===== config.mk =====
export PLATFORM = sky130hd
export DESIGN_NAME = qte_isqrt
export DESIGN_NICKNAME = d
export VERILOG_FILES = /design/src/sv/qte_pkg.sv /design/src/sv/qte_isqrt.sv
export SDC_FILE = /design/constraint.sdc
export NUM_CORES = 2
export LEC_CHECK = 0
export BUFFER_PORTS_ARGS = -buffer_cell sky130_fd_sc_hd__buf_2
export CAP_MARGIN = 20
export CORE_UTILIZATION = 25
export DETAILED_ROUTE_END_ITERATION = 8
export GPL_ROUTABILITY_DRIVEN = 0
export PLACE_DENSITY = 0.34
export SYNTH_ARGS = -nofsm -noshare
export SYNTH_HDL_FRONTEND = slang
export SYNTH_MEMORY_MAX_BITS = 65536
export SYNTH_SLANG_ARGS = --single-unit

===== constraint.sdc =====
create_clock -name clock -period 4.8 [get_ports clock]
set_clock_uncertainty 0.05 [all_clocks]
set_input_delay 0.24 -clock clock [delete_from_list [all_inputs] [get_ports clock]]
set_output_delay 0.24 -clock clock [all_outputs]
set_load 0.1 [all_outputs]

===== src/sv/qte_pkg.sv =====
// Package for the quaternion to Euler angles unit: payload types, CORDIC
// angle table and fixed constants. No dependencies.
`default_nettype none
package qte_pkg;

   typedef struct packed {
      logic signed [31:0] quat_w;
      logic signed [31:0] quat_x;
      logic signed [31:0] quat_y;
      logic signed [31:0] quat_z;
      logic               quat_present;
   } req_item_type;

   typedef struct packed {
      logic signed [15:0] roll_deg;
      logic signed [15:0] pitch_deg;
      logic signed [15:0] yaw_deg;
      logic               status;
   } rsp_item_type;

   // Q.30 working words; products of Q2.30 need up to about 36 bits after
   // doubling and summing, CORDIC gain pushes that further.
   localparam int unsigned WORD_W = 40;
   localparam int unsigned ANG_W  = 34;
   localparam logic signed [ANG_W-1:0] HALF_PI_Q30 = 34'sd1686629713;
   localparam logic signed [WORD_W-1:0] ONE_Q30 = 40'sd1073741824;

   // one root bit per square-root stage; the root of 2^60 needs 31 bits
   localparam int unsigned SQRT_STAGES = 31;

   function automatic logic signed [ANG_W-1:0] atan_entry(input logic [4:0] idx);
      logic signed [ANG_W-1:0] v;
      case (idx)
         5'd0:  v = 34'sd843314856;
         5'd1:  v = 34'sd497837829;
         5'd2:  v = 34'sd263043836;
         5'd3:  v = 34'sd133525158;
         5'd4:  v = 34'sd67021686;
         5'd5:  v = 34'sd33543515;
         5'd6:  v = 34'sd16775850;
         5'd7:  v = 34'sd8388437;
         5'd8:  v = 34'sd4194282;
         5'd9:  v = 34'sd2097149;
         5'd10: v = 34'sd1048575;
         5'd11: v = 34'sd524287;
         5'd12: v = 34'sd262143;
         5'd13: v = 34'sd131071;
         5'd14: v = 34'sd65535;
         5'd15: v = 34'sd32767;
         5'd16: v = 34'sd16383;
         5'd17: v = 34'sd8191;
         5'd18: v = 34'sd4095;
         5'd19: v = 34'sd2047;
         5'd20: v = 34'sd1023;
         5'd21: v = 34'sd511;
         5'd22: v = 34'sd255;
         5'd23: v = 34'sd127;
         5'd24: v = 34'sd63;
         5'd25: v = 34'sd31;
         5'd26: v = 34'sd15;
         5'd27: v = 34'sd7;
         5'd28: v = 34'sd3;
         5'd29: v = 34'sd1;
         default: v = '0;
      endcase
      return v;
   endfunction

endpackage
`default_nettype wire


===== src/sv/qte_isqrt.sv =====
// Pipelined restoring square root, one result bit per stage.
// Depends on qte_pkg. c = floor(sqrt(2^60 - s^2)), 31 result bits.
`default_nettype none
module qte_isqrt
   import qte_pkg::*;
(
   input  wire logic              clock,
   input  wire logic              advance,
   input  wire logic [60:0]       rad_in,
   output logic      [30:0]       root_out
);
   // rem, partial root and radicand per stage; the radicand is widened to
   // an even bit count so that every stage takes one aligned bit pair
   logic [61:0] rem_ff  [1:SQRT_STAGES-1];
   logic [30:0] root_ff [1:SQRT_STAGES];
   logic [61:0] rad_ff  [1:SQRT_STAGES-1];

   for (genvar g = 0; g < SQRT_STAGES; g++) begin : g_stage
      logic [61:0] rem_prev;
      logic [61:0] rad_prev;
      logic [30:0] root_prev;
      logic [61:0] rem_in;
      logic [61:0] trial;
      logic [30:0] root_in;
      if (g == 0) begin : g_first
         assign rem_prev  = '0;
         assign root_prev = '0;
         assign rad_prev  = {1'b0, rad_in};
      end else begin : g_next
         assign rem_prev  = rem_ff[g];
         assign root_prev = root_ff[g];
         assign rad_prev  = rad_ff[g];
      end
      always_comb begin
         rem_in = {rem_prev[59:0], rad_prev[61-2*g -: 2]};
         trial  = {29'd0, root_prev, 2'b01};
         if (rem_in >= trial) begin
            rem_in  = rem_in - trial;
            root_in = {root_prev[29:0], 1'b1};
         end else begin
            root_in = {root_prev[29:0], 1'b0};
         end
      end
      always_ff @(posedge clock) begin
         if (advance) root_ff[g+1] <= root_in;
      end
      if (g < SQRT_STAGES - 1) begin : g_carry
         always_ff @(posedge clock) begin
            if (advance) begin
               rem_ff[g+1] <= rem_in;
               rad_ff[g+1] <= rad_prev;
            end
         end
      end
   end

   assign root_out = root_ff[SQRT_STAGES];
endmodule
`default_nettype wire


# Word-level counts from Yosys, hierarchy flattened
# Memory sizes are Yosys's and may differ from the RTL's.
# Cells that the tools add are included.
word_totals:
  inputBits: 63
  n_memories: 3
  out_inout_bits: 31
  word_cells: 127
  regBits: 0
  mem_bits_rw: 4681
mem_list:
  columns: ["name", "depth", "word_bits", "rd", "rd_clocked_by_memory_dff", "write_ports", "line_no", "source"]
  rows:
  - ["rad_ff", 30, 62, 30, 0, 30, "qte_isqrt.sv:16", "logic [61:0] rad_ff [1:SQRT_STAGES-1];"]
  - ["rem_ff", 30, 62, 30, 0, 30, "qte_isqrt.sv:14", "logic [61:0] rem_ff [1:SQRT_STAGES-1];"]
  - ["root_ff", 31, 31, 31, 0, 31, "qte_isqrt.sv:15", "logic [30:0] root_ff [1:SQRT_STAGES];"]
classes:
  n_mux: 63
  magnitude_cmp: 31
  add_sub_neg: 30
op_table:
  columns: ["cell", "n"]
  rows:
  - ["62-bit by 33-bit >= comparator with 1-bit output", 30]
  - ["62-bit 2-to-1 mux", 30]
  - ["62-bit by 33-bit subtractor with 62-bit output", 29]
  - ["1-bit 2-to-1 mux", 33]
  - ["1-bit by 1-bit subtractor with 2-bit output (second input constant)", 1]
  - ["1-bit >= comparator (second input constant)", 1]

# Logic depth before layout (Yosys ltp)
# An unclocked memory read counts as a cell.
logic_depth:
  depth_word: 3
  ltp_mapped: 14
  mapped_depth_nobuf: 12

# Worst setup path before layout
# Ideal clock, no wire load.
synth_path:
  path_kind: "register -> register"
  startpoint: "reg rem_ff[2][168] (netlist name)"
  endpoint: "reg rem_ff[2][212] (netlist name)"
  synth_period_minus_slack_ns: 3.862
  setup_ns: 0.257
  arrival_time_ns: 3.555
  path_stages_with_launch: 11
  t_required_ns: 4.493
  setup_slack_ns: 0.938
  path_buffers: 1
  cell_sequence: "edfxtp_1 or3_4 or3_4 or4_4 or4_4 or4b_4 o31ai_4 buf_6 nor2_1 and3_1 xor2_1"

==> results.yml <==
run_status:
  status: "finished clean"
die:
  rows: 283
  io_pins: 94
  die_area_um2: 601800
  core_area_um2: 595200
  die_h_um: 775.7
  initial_core_util: 0.2514
  fp.dieW_um: 775.7
critical_path:
  path_buf_inv: 2
  slowest_stage: "a32oi_1"
  worstReg2RegStart: "root_ff[0][869]"
  critPathTopFamily: "compound AO/OA/AOI/OAI gates"
  critPathArrivalTime_ns: 5.12
  cp_data_required_time_ns: 5.43
  cpPeakStageDelay_ns: 0.63
  worstReg2RegEnd: "rem_ff[7][119]"
  crit_fanout: 7
  reg2reg_slack_ns: 0.31
  crit_type: "flop to flop"
  critPathLaunchType: "flop"
  r2r.worst_path.cells: 12
  cp-end-kind: "flop"
  path_cells: "inv_1 > ha_1 > o21ai_0 > a22oi_1 > a32oi_1 > o221ai_1 > a21oi_1 > o21ai_0 > nor4b_1 > buf_4 > nor4b_1 > xor2_1"
  critPathLaunch: "root_ff[0][869]"
yosys:
  ys_types: 101
  ys_seq_area_frac: 0.6256
  ys.flop_type: "edfxtp_1"
  synth_cells: 11960
  synth_warnings: 0
  yosysTopAreaCell: "edfxtp_1"
  synthTopCellsByCount: "edfxtp_1, xor2_1, nor2_1"
  async_flop_share: 0
  synthesis.area_um2: 149700
  synthTopCellsByArea: "edfxtp_1, xor2_1, ha_1"
  avgSynthCellArea_um2: 12.52
  yosysMostFrequentCell: "edfxtp_1"
  synth_top_area_share: 0.6256
  synth_nets: 12550
  ys_seq_elements: 3118
  synth_edf_count: 3118
timing:
  timing.final.ws_setup_ns: 0.3076
  setup_viol: 0
  period_share: 0.9359
  fmax_ghz: 0.2226
  slew-limit-headroom: 0.2252
  rsz0062_at_grt: "false"
  holdWs_ns: 0.3472
  hold_violations: 0
  tns_ns: 0
  finalMaxSlewViolations: 0
  final.min_clock_period_ns: 4.492
  worst_slew_pin_slew_ns: 1.162
drt:
  vias: 94890
  drt_wl_total_um: 417600
  ant_nets: 0
  drt_drc_violations_left: 0
  drtPass1Iterations: 5
  initialDrtViolationCount: 6090
  vias_per_cell: 4.559
  wl_per_cell_um: 20.06
placed_design:
  post_dp_cell_area_um2: 161100
  hpwlAfterDp_um: 312800
  pre_cts_ws_ns: 0.4023
  port_buffers: 93
  dp_cells: 19970
min_path:
  hold_path_depth: 0
  hold_path.class: "flop to flop"
  worstHoldEndpoint: "rad_ff[0][595]"
  min-delay-start: "rad_ff[0][533]"
cts:
  clockBufferDepth: 4
  clock_latency_ns: 0.98
  cts_made_buffers: 391
  cts.sinks: 3118
  htreeDepth: 5
  clock-root-buffer: "clkbuf_16"
  cts.clk_slew.worst_paths_ns: 0.06
  cts_tree: "yes"
power:
  powerDensity_nw_per_um2: 463.0
  p_leak_nw: 62.15
  total_power_mw: 80.84
  ir_worst_vdd_uv: 278.3
finish:
  fin_area_um2: 174600
  fin_util: 0.2933
  drive_gt1_frac: 0.08063
  fin_cells: 20810
  area_growth_pct: 16.65
  nNetsFinal: 13100
flow_run:
  cap_violations: 0
global_route:
  grt_pass1_wl_um: 628500
  grt_pass1_vias: 97490
  grt.overflow.total: 0
  grtUsageTotal: 0.1348
  antenna_found_initial: 12
  grt_max_degree: 161
-- registers in the layout (all words and copies together) (netlist names) --
| signal | count |
|---|---|
| rem_ff | 1692 |
| rad_ff | 959 |
| root_ff | 467 |
-- cells in the final DEF, fill, tap and decap left out, types with 79 or more instances in the layout --
master,synthesis,final
or4_1,176,176
or2_2,79,79
o21a_1,88,87
xor2_1,848,848
clkbuf_16,0,395
inv_1,666,666
nor2_1,847,846
nand2_1,800,800
dlygate4sd3_1,0,123
a21oi_1,547,547
nand4_1,145,145
nor4_1,315,313
or3_1,238,238
nand2b_1,152,152
edfxtp_1,3118,3118
o21ai_0,496,494
nand3_1,241,240
buf_2,13,92
ha_1,527,527
clkinv_1,1,104
buf_4,1,183
nor3_1,512,511
xnor2_1,650,650
a21o_1,225,225
-- power breakdown --
group          internal (mW)  leakage (nW)  total [mW]  switching, mW
Clock                   16.6          5.96        28.5           11.9
Combinational           6.01          26.0        15.4           9.39
Sequential              34.1          30.2        36.9           2.83
Total                   56.7          62.1        80.8           24.1
-- logic make-up after synthesis --
| group | synth area share |
|---|---|
| muxes | 0.003996 |
| and+or+nand+nor | 0.1362 |
| DFF | 0.6256 |
| AOI/OAI and AO/OA | 0.07873 |
| xor gates and xnor gates | 0.08766 |
| other | 0.00002506 |
| buffers and inverters | 0.02373 |
| adders and majority gates | 0.04406 |
-- final cells by class --
class,count,area [um^2]
diodes,9,22.52
repair buffers,424,3586
inverters,674,2530
fillers,60310,420600
multi-input cells,7901,52560
flip-flops and latches,3118,93630
clock buffers,466,10150
clock inverters,241,2126
well taps,7980,9985
-- repair_timing --
item | CTS | global route
hold endpoints to repair | 148 | 0
setup buffers | 0 | 0
resized for setup | 0 | 0
hold buffers | 123 | 0
-- routing by layer --
| layer | routed length [um] | part of all wire | track usage |
|---|---|---|---|
| met5 | 0 | 0 | 0 |
| met4 | 13170 | 0.032 | 0.04020 |
| met3 | 14620 | 0.035 | 0.01637 |
| met2 | 212200 | 0.51 | 0.2458 |
| met1 | 177600 | 0.43 | 0.1659 |
-- worst max path at each step --
| stage | to | depth (start not counted) |
|---|---|---|
| floorplan | rem_ff[2][212] | 10 |
| global placement | rem_ff[7][119] | 12 |
| detailed placement | rem_ff[7][119] | 12 |
| CTS | rem_ff[7][119] | 12 |
| global route | rem_ff[7][119] | 12 |
| finish | rem_ff[7][119] | 12 |
Note: power is estimated with default switching activity, not from simulation.
